**src/slbu_pkg.sv**
```systemverilog
// ----------------------------------------------------------------------------
// slbu_pkg
// Shared types, constants and the control program of the shift light bar
// updater.
// ----------------------------------------------------------------------------
package slbu_pkg;

    // Field widths.
    localparam int SPEED_W   = 16;
    localparam int INDEX_W   = 4;
    localparam int CODE_W    = 3;
    localparam int M_TDATA_W = 8;
    localparam int CFG_IDX_W = 2;
    localparam int CFG_DAT_W = 16;

    // Number of LEDs on the bar.
    localparam int LED_COUNT_DEF = 15;

    // Last LED of the green and yellow zones.
    localparam int GREEN_LAST  = 4;
    localparam int YELLOW_LAST = 10;

    // Colour codes.
    localparam logic [CODE_W-1:0] COL_BACKGROUND = 3'd0;
    localparam logic [CODE_W-1:0] COL_GREEN      = 3'd1;
    localparam logic [CODE_W-1:0] COL_YELLOW     = 3'd2;
    localparam logic [CODE_W-1:0] COL_RED        = 3'd3;
    localparam logic [CODE_W-1:0] COL_BLUE       = 3'd4;

    // Configuration register indexes.
    localparam logic [CFG_IDX_W-1:0] CFG_SPEED_LIMIT  = 2'd0;
    localparam logic [CFG_IDX_W-1:0] CFG_RAMP_SPAN    = 2'd1;
    localparam logic [CFG_IDX_W-1:0] CFG_DARK_PALETTE = 2'd2;

    // Configuration reset values.
    localparam logic [SPEED_W-1:0] SPEED_LIMIT_RST = 16'd8000;
    localparam logic [SPEED_W-1:0] RAMP_SPAN_RST   = 16'd1200;

    // Micro-operations carried out by the datapath.
    typedef enum logic [2:0] {
        OP_NOP,
        OP_ACCEPT,
        OP_PREP,
        OP_LOAD,
        OP_DIV,
        OP_PLAN,
        OP_EMIT
    } op_t;

    // Jump conditions.
    typedef enum logic [2:0] {
        JC_NEVER,
        JC_ALWAYS,
        JC_NO_INPUT,
        JC_NOT_RAMP,
        JC_DIV_BUSY,
        JC_UNCHANGED,
        JC_EMIT_WAIT
    } cond_t;

    localparam int PC_W = 3;

    // Program step addresses.
    localparam logic [PC_W-1:0] PC_ACCEPT = 3'd0;
    localparam logic [PC_W-1:0] PC_PREP   = 3'd1;
    localparam logic [PC_W-1:0] PC_LOAD   = 3'd2;
    localparam logic [PC_W-1:0] PC_DIV    = 3'd3;
    localparam logic [PC_W-1:0] PC_PLAN   = 3'd4;
    localparam logic [PC_W-1:0] PC_EMIT   = 3'd5;
    localparam logic [PC_W-1:0] PC_DONE   = 3'd6;

    typedef struct packed {
        op_t              op;
        cond_t            cond;
        logic [PC_W-1:0]  target;
    } ctrl_word_t;

    // Datapath flags tested by the jump conditions.
    typedef struct packed {
        logic no_input;
        logic not_ramp;
        logic div_busy;
        logic unchanged;
        logic emit_wait;
    } status_t;

    // The control program: one control word per step.
    function automatic ctrl_word_t program_rom(input logic [PC_W-1:0] pc);
        ctrl_word_t w;
        case (pc)
            PC_ACCEPT: w = '{op: OP_ACCEPT, cond: JC_NO_INPUT,  target: PC_ACCEPT};
            PC_PREP:   w = '{op: OP_PREP,   cond: JC_NOT_RAMP,  target: PC_PLAN};
            PC_LOAD:   w = '{op: OP_LOAD,   cond: JC_NEVER,     target: PC_ACCEPT};
            PC_DIV:    w = '{op: OP_DIV,    cond: JC_DIV_BUSY,  target: PC_DIV};
            PC_PLAN:   w = '{op: OP_PLAN,   cond: JC_UNCHANGED, target: PC_ACCEPT};
            PC_EMIT:   w = '{op: OP_EMIT,   cond: JC_EMIT_WAIT, target: PC_EMIT};
            PC_DONE:   w = '{op: OP_NOP,    cond: JC_ALWAYS,    target: PC_ACCEPT};
            default:   w = '{op: OP_NOP,    cond: JC_ALWAYS,    target: PC_ACCEPT};
        endcase
        return w;
    endfunction

endpackage

```
**src/slbu_seq.sv**
```systemverilog
// ----------------------------------------------------------------------------
// slbu_seq
// Step counter and control store; picks the next step from the jump
// condition of the current control word.
// ----------------------------------------------------------------------------
module slbu_seq (
    input  logic                  aclk,
    input  logic                  aresetn,
    input  slbu_pkg::status_t     status,
    output slbu_pkg::ctrl_word_t  ctrl
);

    logic [slbu_pkg::PC_W-1:0] pc_reg;
    logic [slbu_pkg::PC_W-1:0] pc_next;
    logic                      take_jump;

    assign ctrl = slbu_pkg::program_rom(pc_reg);

    always_comb begin
        case (ctrl.cond)
            slbu_pkg::JC_NEVER:     take_jump = 1'b0;
            slbu_pkg::JC_ALWAYS:    take_jump = 1'b1;
            slbu_pkg::JC_NO_INPUT:  take_jump = status.no_input;
            slbu_pkg::JC_NOT_RAMP:  take_jump = status.not_ramp;
            slbu_pkg::JC_DIV_BUSY:  take_jump = status.div_busy;
            slbu_pkg::JC_UNCHANGED: take_jump = status.unchanged;
            slbu_pkg::JC_EMIT_WAIT: take_jump = status.emit_wait;
            default:                take_jump = 1'b1;
        endcase
        pc_next = take_jump ? ctrl.target : pc_reg + 1'b1;
    end

    always_ff @(posedge aclk) begin
        if (!aresetn) begin
            pc_reg <= slbu_pkg::PC_ACCEPT;
        end else begin
            pc_reg <= pc_next;
        end
    end

endmodule

```
**src/slbu_datapath.sv**
```systemverilog
// ----------------------------------------------------------------------------
// slbu_datapath
// Ramp arithmetic, shift-subtract divider, repaint planning, bar state and
// the output register, all driven by the control word.
// ----------------------------------------------------------------------------
module slbu_datapath (
    input  logic                                aclk,
    input  logic                                aresetn,
    input  slbu_pkg::ctrl_word_t                ctrl,
    output slbu_pkg::status_t                   status,
    input  logic                                s_tvalid,
    input  logic [slbu_pkg::SPEED_W-1:0]        s_speed,
    input  logic [slbu_pkg::SPEED_W-1:0]        speed_limit,
    input  logic [slbu_pkg::SPEED_W-1:0]        ramp_span,
    input  logic                                dark_palette,
    output logic                                m_tvalid,
    input  logic                                m_tready,
    output logic [slbu_pkg::INDEX_W-1:0]        m_led_index,
    output logic [slbu_pkg::CODE_W-1:0]         m_color_code,
    output logic                                m_palette_dark,
    output logic                                m_last_of_run
);

    localparam int LED_COUNT = slbu_pkg::LED_COUNT_DEF;
    localparam int CW = $clog2(LED_COUNT + 1);    // lit count width
    localparam int RW = slbu_pkg::SPEED_W + CW;   // divider width
    localparam int BW = $clog2(CW);               // quotient bit counter
    localparam logic [CW-1:0] FULL = CW'(LED_COUNT);

    // Item registers.
    logic [slbu_pkg::SPEED_W-1:0] speed_reg;
    logic [slbu_pkg::SPEED_W-1:0] diff_reg;
    logic [slbu_pkg::SPEED_W-1:0] range_reg;
    logic                         over_reg;
    logic [CW-1:0]                lit_reg;
    logic [RW-1:0]                rem_reg;
    logic [RW-1:0]                den_reg;
    logic [CW-1:0]                quot_reg;
    logic [BW-1:0]                bit_cnt_reg;
    logic [CW-1:0]                idx_reg;
    logic [CW-1:0]                end_reg;

    // Bar state.
    logic [CW-1:0]                prev_lit_reg;
    logic                         painted_reg;
    logic                         prev_pal_reg;
    logic                         prev_over_reg;

    // Output register.
    logic                         m_tvalid_reg;
    logic [slbu_pkg::INDEX_W-1:0] m_led_index_reg;
    logic [slbu_pkg::CODE_W-1:0]  m_color_code_reg;
    logic                         m_palette_dark_reg;
    logic                         m_last_reg;

    logic [slbu_pkg::SPEED_W-1:0] start_c;
    logic [slbu_pkg::SPEED_W-1:0] range_c;
    logic                         over_c;
    logic                         rem_ge;
    logic [CW-1:0]                quot_next;
    logic                         full_c;
    logic                         grow_c;
    logic                         out_free;
    logic                         last_c;
    logic                         emit_fire;
    logic [slbu_pkg::CODE_W-1:0]  code_c;

    function automatic logic [slbu_pkg::CODE_W-1:0] lit_code(
        input logic [CW-1:0] idx,
        input logic          over
    );
        logic [7:0] idx_w;
        idx_w = 8'(idx);
        if (over)
            return slbu_pkg::COL_BLUE;
        else if (idx_w <= 8'(slbu_pkg::GREEN_LAST))
            return slbu_pkg::COL_GREEN;
        else if (idx_w <= 8'(slbu_pkg::YELLOW_LAST))
            return slbu_pkg::COL_YELLOW;
        else
            return slbu_pkg::COL_RED;
    endfunction

    always_comb begin
        start_c   = (speed_limit > ramp_span) ? speed_limit - ramp_span : '0;
        range_c   = (speed_limit > ramp_span) ? ramp_span : speed_limit;
        over_c    = speed_reg >= speed_limit;
        rem_ge    = rem_reg >= den_reg;
        quot_next = {quot_reg[CW-2:0], rem_ge};
        full_c    = !painted_reg || (dark_palette != prev_pal_reg)
                    || (over_reg != prev_over_reg);
        grow_c    = lit_reg > prev_lit_reg;
        out_free  = !m_tvalid_reg || m_tready;
        last_c    = ((CW+1)'(idx_reg) + 1'b1) == (CW+1)'(end_reg);
        emit_fire = (ctrl.op == slbu_pkg::OP_EMIT) && out_free;
        code_c    = (idx_reg < lit_reg) ? lit_code(idx_reg, over_reg)
                                        : slbu_pkg::COL_BACKGROUND;

        status.no_input  = !s_tvalid;
        status.not_ramp  = over_c || !(speed_reg > start_c);
        status.div_busy  = bit_cnt_reg != '0;
        status.unchanged = !full_c && (lit_reg == prev_lit_reg);
        status.emit_wait = !(out_free && last_c);
    end

    // Control and state registers.
    always_ff @(posedge aclk) begin
        if (!aresetn) begin
            prev_lit_reg  <= '0;
            painted_reg   <= 1'b0;
            prev_pal_reg  <= 1'b0;
            prev_over_reg <= 1'b0;
            m_tvalid_reg  <= 1'b0;
        end else begin
            if (ctrl.op == slbu_pkg::OP_PLAN && !status.unchanged) begin
                prev_lit_reg  <= lit_reg;
                painted_reg   <= 1'b1;
                prev_pal_reg  <= dark_palette;
                prev_over_reg <= over_reg;
            end
            if (emit_fire) begin
                m_tvalid_reg <= 1'b1;
            end else if (m_tready) begin
                m_tvalid_reg <= 1'b0;
            end
        end
    end

    // Payload registers.
    always_ff @(posedge aclk) begin
        case (ctrl.op)
            slbu_pkg::OP_ACCEPT: begin
                if (s_tvalid) begin
                    speed_reg <= s_speed;
                end
            end
            slbu_pkg::OP_PREP: begin
                over_reg  <= over_c;
                diff_reg  <= speed_reg - start_c;
                range_reg <= range_c;
                lit_reg   <= over_c ? FULL : '0;
            end
            slbu_pkg::OP_LOAD: begin
                rem_reg     <= RW'(diff_reg) * RW'(LED_COUNT);
                den_reg     <= RW'(range_reg) << (CW - 1);
                quot_reg    <= '0;
                bit_cnt_reg <= BW'(CW - 1);
            end
            slbu_pkg::OP_DIV: begin
                if (rem_ge) begin
                    rem_reg <= rem_reg - den_reg;
                end
                den_reg     <= den_reg >> 1;
                quot_reg    <= quot_next;
                bit_cnt_reg <= bit_cnt_reg - 1'b1;
                if (bit_cnt_reg == '0) begin
                    lit_reg <= (quot_next > FULL) ? FULL : quot_next;
                end
            end
            slbu_pkg::OP_PLAN: begin
                if (full_c) begin
                    idx_reg <= '0;
                    end_reg <= FULL;
                end else if (grow_c) begin
                    idx_reg <= prev_lit_reg;
                    end_reg <= lit_reg;
                end else begin
                    idx_reg <= lit_reg;
                    end_reg <= prev_lit_reg;
                end
            end
            slbu_pkg::OP_EMIT: begin
                if (out_free) begin
                    idx_reg <= idx_reg + 1'b1;
                end
            end
            default: begin
            end
        endcase
        if (emit_fire) begin
            m_led_index_reg    <= slbu_pkg::INDEX_W'(idx_reg);
            m_color_code_reg   <= code_c;
            m_palette_dark_reg <= dark_palette;
            m_last_reg         <= last_c;
        end
    end

    assign m_tvalid       = m_tvalid_reg;
    assign m_led_index    = m_led_index_reg;
    assign m_color_code   = m_color_code_reg;
    assign m_palette_dark = m_palette_dark_reg;
    assign m_last_of_run  = m_last_reg;

endmodule

```
**src/shift_light_bar_updater_core.sv**
```systemverilog
// ----------------------------------------------------------------------------
// shift_light_bar_updater_core
// Turns engine speed samples into repaint transfers for a shift light bar.
// ----------------------------------------------------------------------------
// Usage. Each transfer on the s_ channel carries one engine speed sample in
// s_tdata. The block works out how many LEDs of the bar are lit and sends one
// transfer on the m_ channel for every LED whose colour has to change; m_tlast
// marks the final repaint caused by a sample. A sample that changes nothing
// gives no transfer at all. The first sample after reset, and any sample
// where the palette or the over-limit state differs from the last repaint,
// redraws the whole bar.
// Timing. A sample is taken only while the sequencer sits on its input step.
// A sample inside the ramp goes through the one-bit-a-cycle divider, whose
// quotient is CW bits wide, CW being the lit count width (4 bits for 15 LEDs);
// a sample outside the ramp skips the divider. After the division, the plan
// step and then the emit step hand the first repaint to the output register.
// Stalls. A result waits in the output register while m_tready is low, and
// the sequencer holds on its emit step until it can hand over the next one.
// Reset. aresetn is synchronous and active low; it restores the register
// defaults (limit 8000, span 1200, light palette) and forces a full redraw.
// The cfg_ channel is always ready; write it only while no sample is in work.
// ----------------------------------------------------------------------------
module shift_light_bar_updater_core (
    input  logic                                aclk,
    input  logic                                aresetn,
    // Speed samples.
    input  logic                                s_tvalid,
    output logic                                s_tready,
    input  logic [slbu_pkg::SPEED_W-1:0]        s_tdata,   // [15:0] engine_speed
    // Repaint commands.
    output logic                                m_tvalid,
    input  logic                                m_tready,
    output logic [slbu_pkg::M_TDATA_W-1:0]      m_tdata,   // [3:0] led_index,
                                                           // [6:4] color_code,
                                                           // [7] palette_dark
    output logic                                m_tlast,   // last_of_run
    // Register writes.
    input  logic                                cfg_valid,
    output logic                                cfg_ready,
    input  logic [slbu_pkg::CFG_IDX_W-1:0]      cfg_index,
    input  logic [slbu_pkg::CFG_DAT_W-1:0]      cfg_data
);

    logic [slbu_pkg::SPEED_W-1:0] speed_limit_reg;
    logic [slbu_pkg::SPEED_W-1:0] ramp_span_reg;
    logic                         dark_palette_reg;

    slbu_pkg::ctrl_word_t         ctrl;
    slbu_pkg::status_t            status;

    logic [slbu_pkg::INDEX_W-1:0] led_index;
    logic [slbu_pkg::CODE_W-1:0]  color_code;
    logic                         palette_dark;

    // Configuration registers; the port never stalls. Writes to an index
    // beyond the register list are dropped.
    assign cfg_ready = 1'b1;

    always_ff @(posedge aclk) begin
        if (!aresetn) begin
            speed_limit_reg  <= slbu_pkg::SPEED_LIMIT_RST;
            ramp_span_reg    <= slbu_pkg::RAMP_SPAN_RST;
            dark_palette_reg <= 1'b0;
        end else if (cfg_valid) begin
            case (cfg_index)
                slbu_pkg::CFG_SPEED_LIMIT:  speed_limit_reg  <= cfg_data;
                slbu_pkg::CFG_RAMP_SPAN:    ramp_span_reg    <= cfg_data;
                slbu_pkg::CFG_DARK_PALETTE: dark_palette_reg <= cfg_data[0];
                default: begin
                end
            endcase
        end
    end

    // The input is open only on the accept step of the program.
    assign s_tready = (ctrl.op == slbu_pkg::OP_ACCEPT);

    slbu_seq u_seq (
        .aclk    (aclk),
        .aresetn (aresetn),
        .status  (status),
        .ctrl    (ctrl)
    );

    slbu_datapath u_datapath (
        .aclk           (aclk),
        .aresetn        (aresetn),
        .ctrl           (ctrl),
        .status         (status),
        .s_tvalid       (s_tvalid),
        .s_speed        (s_tdata),
        .speed_limit    (speed_limit_reg),
        .ramp_span      (ramp_span_reg),
        .dark_palette   (dark_palette_reg),
        .m_tvalid       (m_tvalid),
        .m_tready       (m_tready),
        .m_led_index    (led_index),
        .m_color_code   (color_code),
        .m_palette_dark (palette_dark),
        .m_last_of_run  (m_tlast)
    );

    assign m_tdata = {palette_dark, color_code, led_index};

endmodule

```
**config.mk**
```make
export PLATFORM = sky130hd
export DESIGN_NAME = shift_light_bar_updater_core
export DESIGN_NICKNAME = d
export VERILOG_FILES = /design/src/slbu_pkg.sv /design/src/slbu_seq.sv /design/src/slbu_datapath.sv /design/src/shift_light_bar_updater_core.sv
export SDC_FILE = /design/constraint.sdc
export NUM_CORES = 1
export LEC_CHECK = 0
export BUFFER_PORTS_ARGS = -buffer_cell sky130_fd_sc_hd__buf_2
export CORE_MARGIN = 1.5
export CORE_UTILIZATION = 47
export CTS_BUF_LIST = sky130_fd_sc_hd__clkbuf_8
export CTS_CLUSTER_DIAMETER = 30
export DETAILED_ROUTE_END_ITERATION = 8
export MAX_ROUTING_LAYER = met4
export SYNTH_ARGS = -nofsm -noshare
export SYNTH_HDL_FRONTEND = slang
export SYNTH_HIERARCHICAL = 1
export SYNTH_SLANG_ARGS = --single-unit
```
**constraint.sdc**
```tcl
create_clock -name aclk -period 8.6 [get_ports aclk]
set_clock_uncertainty 0.15 [all_clocks]
set_input_delay 0.86 -clock aclk [delete_from_list [all_inputs] [get_ports aclk]]
set_output_delay 0.86 -clock aclk [all_outputs]
set_load 0.02 [all_outputs]
```
==> Implementation_results.wiki, run 1 <==
{| class="wikitable"
! Metric !! Value
|-
| Run status || finished, final reports clean
|-
| Non-filler instance count after layout || 1476
|-
| WL per Instance || 16.0 um
|-
| Final period util || 62.9%
|-
| Initial antenna violation count || 0
|-
| Maximum Capacitance Violations || 0
|-
| Max VDD drop || 117 uV
|-
| Final instance area || 11900 um^2
|-
| Clock latency at the later pin of the worst-skew pair || 0.46 ns
|-
| Routed via count || 7804
|-
| PwrDens || 323 nW/um^2
|-
| Multi-input gate area || 6150 um^2
|-
| Post-CTS setup repair buffer count || 0
|-
| Total of hold buffers inserted after clock tree synthesis || 0
|-
| RSZ-0062 raised after global routing || no
|-
| Switching share of power || 42.9%
|-
| HPWL after detailed placement || 18400 um
|-
| Final min period || 5.41 ns
|-
| Number of top-level design ports || 51
|-
| TritonCTS clock tree || built
|-
| Initial DRT Pass Iterations || 7
|-
| Final-layout worst hold slack || 0.314 ns
|-
| Total number of yosys warnings || 6
|-
| Diodes inserted || 0
|-
| Post-Syn Nets || 1286
|-
| Maximum count of clock buffers along a single path || 2
|-
| Combined global-route utilization of all metal layers || 21.1%
|-
| Via-to-Cell Ratio || 5.29
|-
| Relative contribution of combinational cells to total power || 54.1%
|-
| Number of routed nets with antenna violations || 0
|-
| Wire length reported by the detailed router || 23600 um
|-
| Area after detailed placement || 11500 um^2
|-
| DRC violation total after the first TritonRoute iteration || 441
|-
| Power spent charging and discharging nets || 0.00165 W
|-
| Endpoint kind of the worst setup timing path || flop
|-
| Worst slew margin relative to its limit || 24.5%
|-
| Final-report setup violation count || 0
|-
| Sum of negative setup slack || 0 ns
|-
| Classification of the worst setup path || flop to flop
|-
| Number of global-route vias before repair || 7759
|-
| Gate count of the mapped netlist || 1109
|-
| Arrival @ worst endpoint || 5.64 ns
|-
| Crit path max fanout || 15
|-
| Post-layout net count || 1327
|-
| # fillers || 2112
|-
| Class of the worst hold path || flop to flop
|-
| Aggregate global routing overflow || 0
|-
| TritonCTS Sinks || 158
|-
| TritonCTS buffer count || 17
|-
| Number of placed instances with taps included || 1444
|-
| Required time of the critical path || 8.83 ns
|-
| Placeable core region || 22800 um^2
|-
| Largest net degree at the start of global routing || 70
|-
| Final hold violation count || 0
|-
| Port Buffers || 49
|-
| Syn avg cell area || 9.93 um^2
|-
| H-tree levels || 4
|-
| Leak || 4.94 nW
|-
| Transition time at the pin with the least slew margin || 1.13 ns
|-
| Area of the die || 24400 um^2
|-
| Number of max-slew violations in the final report || 0
|-
| Flip-flop and latch area || 4300 um^2
|-
| Clock-pin slew reported for the worst setup and hold paths after clock tree synthesis || 0.10 ns
|-
| Cell Int Power || 0.00219 W
|-
| Number of flip-flops in the largest register || 20
|-
| Final core occ || 52.2%
|-
| Cell area after synthesis || 11000 um^2
|-
| Kind of start point of the critical path || flop
|-
| Peak Freq || 185 MHz
|-
| Global-route wire length before repair || 39100 um
|-
| Proportion of layout cells with a drive suffix above 1 || 9.20%
|-
| Initial Util || 48.3%
|-
| Post-cts sizing count || 0
|-
| Row count || 55
|-
| Post-route DRC violation count || 0
|-
| Routability-driven placement congestion ratio || 0.957
|-
| Die outline width || 156 um
|-
| Layout overhead on the synthesized area || 7.97%
|-
| CTS root buffer || sky130_fd_sc_hd__clkbuf_8
|-
| Die boundary height || 156 um
|-
| Clock share of power || 14.0%
|-
| Sequential power share || 31.9%
|}
-- path summary, 6_finish.rpt --
kind	from	endpoint	slack, ns	cells after the start
worst max-delay path	speed_limit_reg[0]	u_seq/pc_reg[0]	3.19	23
worst min-delay path	ramp_span_reg[8]	ramp_span_reg[8]	0.31	2
worst max register to register	speed_limit_reg[0]	u_seq/pc_reg[0]	3.19	23
worst min register to register	ramp_span_reg[8]	ramp_span_reg[8]	0.31	2
-- cells in the final DEF (no fill, tap or decap), types with 12 or more instances in the layout --
cell / count
sky130_fd_sc_hd__a21oi_1: 61
sky130_fd_sc_hd__dfxtp_1: 44
sky130_fd_sc_hd__o21a_1: 12
sky130_fd_sc_hd__o211ai_1: 13
sky130_fd_sc_hd__nand2b_1: 20
sky130_fd_sc_hd__nand2_1: 137
sky130_fd_sc_hd__fa_1: 32
sky130_fd_sc_hd__ha_1: 106
sky130_fd_sc_hd__nor2_1: 49
sky130_fd_sc_hd__nand4_1: 15
sky130_fd_sc_hd__edfxtp_1: 114
sky130_fd_sc_hd__inv_1: 94
sky130_fd_sc_hd__nand3_1: 12
sky130_fd_sc_hd__xnor2_1: 39
sky130_fd_sc_hd__mux2i_1: 34
sky130_fd_sc_hd__xor2_1: 23
sky130_fd_sc_hd__a21o_1: 34
sky130_fd_sc_hd__nor2b_1: 21
sky130_fd_sc_hd__buf_2: 49
sky130_fd_sc_hd__clkbuf_8: 17
sky130_fd_sc_hd__o21ai_0: 91
-- layer usage --
layer,track usage (%),up-vias,part of all wire [%]
met1,27.4,3632,48
met2,34.3,120,47
li1,-,4024,-
met3,2.97,28,2.8
met5,-,-,0
met4,6.53,0,2.3
-- per-stage QoR --
| step | worst slack, ns | power (W) |
|---|---|---|
| finish | 3.19 | 0.00383 |
| floorplan | 3.69 | 0.00284 |
| global route | 2.81 | 0.00418 |
| detailed placement | 3.26 | 0.00330 |
| CTS | 3.22 | 0.00386 |
| global placement | 3.36 | 0.00329 |
-- cell type report --
cell class	count	share of cell area, %
clock buffers	17	1.97
clock inverters	15	1.23
inverters	95	3.04
multi-input cells	822	51.8
flip-flops and latches	158	36.2
well taps	313	3.29
repair buffers	56	2.50
-- worst max-delay path: stages, from the launching register on --
cell and delay [ns]:
sky130_fd_sc_hd__dfxtp_1 0.34, sky130_fd_sc_hd__inv_1 0.07, sky130_fd_sc_hd__ha_1 0.16, sky130_fd_sc_hd__inv_1 0.05, sky130_fd_sc_hd__fa_1 0.40, sky130_fd_sc_hd__a21o_1 0.18
sky130_fd_sc_hd__a21oi_1 0.21, sky130_fd_sc_hd__nor2b_1 0.07, sky130_fd_sc_hd__nor2_1 0.23, sky130_fd_sc_hd__o21ai_0 0.32, sky130_fd_sc_hd__a31o_2 0.40, sky130_fd_sc_hd__nand2_1 0.13
sky130_fd_sc_hd__inv_1 0.06, sky130_fd_sc_hd__fa_1 0.43, sky130_fd_sc_hd__nor2b_1 0.12, sky130_fd_sc_hd__o21ai_0 0.09, sky130_fd_sc_hd__a21boi_0 0.35, sky130_fd_sc_hd__o31ai_1 0.15
sky130_fd_sc_hd__a21oi_1 0.29, sky130_fd_sc_hd__nand4_1 0.14, sky130_fd_sc_hd__a211o_1 0.34, sky130_fd_sc_hd__mux2i_1 0.19, sky130_fd_sc_hd__o221a_4 0.27, sky130_fd_sc_hd__mux2i_1 0.19
-- power by group through the flow --
stage / Sequential (W) / Combinational, W / Clock, W
2_1_floorplan: 0.00121 / 0.00163 / 0
3_3_place_gp: 0.00124 / 0.00205 / 0
3_5_place_dp: 0.00124 / 0.00206 / 0
4_1_cts: 0.00123 / 0.00208 / 0.000554
5_1_grt: 0.00125 / 0.00236 / 0.000577
6_report: 0.00122 / 0.00207 / 0.000536
(Power assumes the default switching activity.)
==> run 2, diff against run 1 <==
- PLACE_DENSITY: not set -> 0.66
- clock period: 8.6 -> 4.95 ns (I/O delays scaled with it)
==> Implementation_results.wiki, run 2 (same netlist as run 1, synthesis figures left out) <==
{| class="wikitable"
! Metric !! Value
|-
| Max VDD drop || 220 uV
|-
| PwrDens || 558 nW/um^2
|-
| Wire length reported by the detailed router || 23900 um
|-
| Number of top-level design ports || 51
|-
| DRC violation total after the first TritonRoute iteration || 585
|-
| Post-layout net count || 1347
|-
| Crit path max fanout || 4
|-
| Layout overhead on the synthesized area || 10.2%
|-
| Placeable core region || 22800 um^2
|-
| Buffers and inverters on the worst path || 1
|-
| Port Buffers || 49
|-
| Run status || finished, final reports clean
|-
| Worst stage delay on the critical path || 0.53 ns
|-
| Number of placed instances with taps included || 1464
|-
| # fillers || 2049
|-
| Via-to-Cell Ratio || 5.44
|-
| TritonCTS clock tree || built
|-
| CP max stage cell || sky130_fd_sc_hd__or4_4
|-
| Final critical-path setup slack || 0.268 ns
|-
| Number of routed nets with antenna violations || 0
|-
| Non-filler instance count after layout || 1497
|-
| H-tree levels || 4
|-
| Final-layout worst hold slack || 0.0627 ns
|-
| Final period util || 94.6%
|-
| Setup slack after placement || -0.0167 ns
|-
| Maximum count of clock buffers along a single path || 2
|-
| Worst path top cell family by delay || simple AND/OR/NAND/NOR gates
|-
| Final hold violation count || 0
|-
| Routability-driven placement congestion ratio || 0.944
|-
| Number of global-route vias before repair || 7938
|-
| Transition time at the pin with the least slew margin || 0.854 ns
|-
| Post-route DRC violation count || 0
|-
| Final-report setup violation count || 0
|-
| Worst slew margin relative to its limit || 43.0%
|-
| Number of flip-flops in the largest register || 20
|-
| Required time of the critical path || 5.18 ns
|-
| Clock-pin slew reported for the worst setup and hold paths after clock tree synthesis || 0.11 ns
|-
| Endpoint kind of the worst setup timing path || flop
|-
| Number of max-slew violations in the final report || 0
|-
| Series of cell instances along the critical path || inv_1 -> ha_1 -> nand3_2 -> or3_4 -> or4_4 -> o211ai_2 -> nand2_2 -> a31oi_4 -> nor2_1 -> ha_1 -> fa_2 -> nor2b_1 -> o21ai_1 -> a21boi_1 -> o31ai_2 -> a21oi_2 -> nand4_1 -> a211o_1 -> mux2i_1 -> o221a_4 -> mux2i_1
|-
| Initial Util || 48.3%
|-
| HPWL after detailed placement || 18700 um
|-
| Clock latency at the later pin of the worst-skew pair || 0.46 ns
|-
| Most common cell after layout, fill and taps aside || sky130_fd_sc_hd__nand2_1
|-
| Arrival @ worst endpoint || 4.91 ns
|-
| Commonest cells after routing, fill and taps aside || sky130_fd_sc_hd__nand2_1 (137), sky130_fd_sc_hd__edfxtp_1 (114), sky130_fd_sc_hd__ha_1 (103)
|-
| RSZ-0062 raised after global routing || no
|-
| Proportion of layout cells with a drive suffix above 1 || 11.7%
|-
| TritonCTS buffer count || 17
|-
| Maximum Capacitance Violations || 0
|-
| Aggregate global routing overflow || 0
|-
| Die boundary height || 156 um
|-
| Combined global-route utilization of all metal layers || 21.1%
|-
| TritonCTS Sinks || 158
|-
| WL per Instance || 16.0 um
|-
| CTS root buffer || sky130_fd_sc_hd__clkbuf_8
|-
| Largest net degree at the start of global routing || 64
|-
| Peak Freq || 214 MHz
|-
| Classification of the worst setup path || flop to flop
|-
| Kind of start point of the critical path || flop
|-
| Final min period || 4.68 ns
|-
| Sum of negative setup slack || 0 ns
|-
| Routed via count || 8149
|-
| Die outline width || 156 um
|-
| Initial DRT Pass Iterations || 6
|-
| Class of the worst hold path || input port to flop
|-
| Initial antenna violation count || 1
|-
| Row count || 55
|-
| Global-route wire length before repair || 39200 um
|-
| Leak || 5.06 nW
|-
| Area of the die || 24400 um^2
|}
run 2: changes by cell type in the layout (fill, tap and decap cells not counted), sizes merged:
cell,change
buf,+20
clkinv,+2
inv,+1
diode,+1
clkinvlp,-3
run 2: routing by layer:
layer	part of all wire [%]	global-route usage, %
met2	46	33.4
met4	3.4	9.12
met5	0	-
met3	4.5	3.72
met1	46	26.7
run 2: what timing repair did:
action | 4_1_cts | 5_1_grt
setup endpoints to repair | 1 | 8
hold buffers | 0 | 0
pin swaps | 2 | 5
gates cloned | 0 | 0
gates resized for setup | 1 | 18
setup buffers | 0 | 0
hold endpoints to repair | 0 | 0
run 2: path summary, 6_finish.rpt:
check                                   to              from  slack (ns)  cells past startpoint
setup / recovery           u_seq/pc_reg[1]  ramp_span_reg[9]        0.27                     21
hold / removal    u_datapath/speed_reg[11]       s_tdata[11]        0.06                      1
setup reg to reg           u_seq/pc_reg[1]  ramp_span_reg[9]        0.27                     21
hold reg to reg           ramp_span_reg[1]  ramp_span_reg[1]        0.31                      2
run 2: stage by stage:
| stage | power, W | instance area [um^2] | utilization, % |
|---|---|---|---|
| 2_1_floorplan | 0.00493 | 11000 | - |
| 3_3_place_gp | 0.00574 | 11700 | 51.2 |
| 3_5_place_dp | 0.00578 | 11700 | 51.2 |
| 4_1_cts | 0.00676 | 12000 | 52.9 |
| 5_1_grt | 0.00736 | 12100 | 53.3 |
| 6_report | 0.00677 | 12100 | 53.3 |
run 2: report_power, final:
part | switching [W] | internal (W) | total [W]
Combinational | 0.00216 | 0.00154 | 0.00370
Sequential | 0.000178 | 0.00194 | 0.00212
Clock | 0.000566 | 0.000382 | 0.000948
Total | 0.00291 | 0.00386 | 0.00677
run 2: layout make-up:
| class | count | area, um^2 | area share, % |
|---|---|---|---|
| flip-flops and latches | 158 | 4310 | 35.5 |
| clock inverters | 15 | 161 | 1.33 |
| repair buffers | 76 | 448 | 3.69 |
| multi-input cells | 822 | 6220 | 51.3 |
| clock buffers | 17 | 234 | 1.93 |
| inverters | 95 | 362 | 2.98 |
| well taps | 313 | 392 | 3.23 |
| diodes | 1 | 2.50 | 0.0206 |
==> run 3, diff against run 2 <==
- ABC_AREA: not set -> 1
- GPL_ROUTABILITY_DRIVEN: not set -> 0
==> Implementation_results.wiki, run 3 <==
{| class="wikitable"
! Metric !! Value
|-
| Post-route DRC violation count || 0
|-
| RSZ-0062 raised after global routing || no
|-
| Flip-flop and latch area || 4300 um^2
|-
| Gate count of the mapped netlist || 1528
|-
| Area of the die || 26400 um^2
|-
| Clock latency at the later pin of the worst-skew pair || 0.47 ns
|-
| HPWL after detailed placement || 21900 um
|-
| Final min period || 4.21 ns
|-
| Total number of yosys warnings || 6
|-
| Cell area after synthesis || 11900 um^2
|-
| Most common cell after layout, fill and taps aside || sky130_fd_sc_hd__nand2_1
|-
| DRC violation total after the first TritonRoute iteration || 591
|-
| Crit path max fanout || 20
|-
| Port Buffers || 49
|-
| Diodes inserted || 0
|-
| TritonCTS Sinks || 158
|-
| Crit path depth || 26
|-
| Final hold violation count || 0
|-
| CP max stage cell || sky130_fd_sc_hd__fa_1
|-
| WL per Instance || 14.6 um
|-
| Sum of negative setup slack || 0 ns
|-
| Initial Util || 47.7%
|-
| Multi-input gate area || 6660 um^2
|-
| Proportion of layout cells with a drive suffix above 1 || 8.52%
|-
| Number of top-level design ports || 51
|-
| Final core occ || 51.4%
|-
| Buffers and inverters on the worst path || 3
|-
| Syn avg cell area || 7.81 um^2
|-
| Number of max-slew violations in the final report || 0
|-
| Post-Syn Nets || 1705
|-
| Final critical-path setup slack || 0.739 ns
|-
| Arrival @ worst endpoint || 4.41 ns
|-
| Run status || finished, final reports clean
|-
| Initial antenna violation count || 0
|-
| Routed via count || 9875
|-
| Clock-pin slew reported for the worst setup and hold paths after clock tree synthesis || 0.09 ns
|-
| Total of hold buffers inserted after clock tree synthesis || 0
|-
| Global-route wire length before repair || 45600 um
|-
| Worst r2r path cells || 26
|-
| Transition time at the pin with the least slew margin || 1.01 ns
|-
| H-tree levels || 4
|-
| Layout overhead on the synthesized area || 7.85%
|-
| TritonCTS buffer count || 17
|-
| CTS root buffer || sky130_fd_sc_hd__clkbuf_8
|-
| Post-CTS setup repair buffer count || 0
|-
| TritonCTS clock tree || built
|-
| Number of global-route vias before repair || 9186
|-
| Classification of the worst setup path || flop to flop
|-
| Aggregate global routing overflow || 0
|-
| Final-report setup violation count || 0
|-
| Row count || 58
|-
| Class of the worst hold path || input port to flop
|-
| Worst path top cell family by delay || simple AND/OR/NAND/NOR gates
|-
| Worst slew margin relative to its limit || 32.7%
|-
| Peak Freq || 237 MHz
|-
| Worst stage delay on the critical path || 0.42 ns
|-
| Required time of the critical path || 5.15 ns
|-
| # fillers || 2452
|-
| Via-to-Cell Ratio || 5.16
|-
| Post-cts sizing count || 0
|-
| Number of routed nets with antenna violations || 0
|-
| Placeable core region || 25000 um^2
|-
| Number of flip-flops in the largest register || 20
|-
| Post-layout net count || 1749
|-
| Die outline width || 162 um
|-
| Largest net degree at the start of global routing || 59
|-
| Die boundary height || 162 um
|-
| Hold Path Cell Cnt || 1
|-
| Wire length reported by the detailed router || 28000 um
|-
| Endpoint kind of the worst setup timing path || flop
|-
| Cell seen most often among critical-path stages || sky130_fd_sc_hd__nand2_1
|-
| Commonest cells after routing, fill and taps aside || sky130_fd_sc_hd__nand2_1 (422), sky130_fd_sc_hd__inv_1 (213), sky130_fd_sc_hd__nor2_1 (139)
|-
| Setup slack after placement || 0.793 ns
|-
| Final period util || 85.1%
|-
| Number of placed instances with taps included || 1883
|-
| Combined global-route utilization of all metal layers || 22.6%
|-
| Initial DRT Pass Iterations || 7
|-
| Kind of start point of the critical path || flop
|-
| Maximum Capacitance Violations || 0
|-
| Non-filler instance count after layout || 1915
|-
| Maximum count of clock buffers along a single path || 2
|}
[run 3: area by class of cell]
cell class              count  area share, %
repair buffers             53           2.14
inverters                 215           6.29
clock buffers              18           1.92
clock inverters            14           1.28
multi-input cells        1127           51.7
flip-flops and latches    158           33.4
well taps                 330           3.21
[run 3: worst paths after layout]
path	startpoint	endpoint	slack (ns)
setup / recovery	speed_limit_reg[0]	u_seq/pc_reg[1]	0.74
hold / removal	s_tdata[11]	u_datapath/speed_reg[11]	0.06
setup reg to reg	speed_limit_reg[0]	u_seq/pc_reg[1]	0.74
hold reg to reg	ramp_span_reg[10]	ramp_span_reg[10]	0.35
[run 3: layer usage]
metal  part of all wire (%)  vias up  GRT usage (%)
met4                    2.2        0           7.09
met1                     45     4513           28.6
met3                    3.5       34           2.52
met5                      0        -              -
met2                     49      235           38.0
li1                       -     5093              -
[run 3: stage by stage]
step	instance area, um^2	hold slack [ns]
final	12900	0.0562
after CTS	12900	0.0205
after global routing	12900	0.0155
after global placement	12500	0.317
after floorplan	11900	0.294
after detailed placement	12500	0.332
Power of run 3 is not shown: default switching activity piles up to over one toggle a cycle in this logic, so the estimate is an artifact.
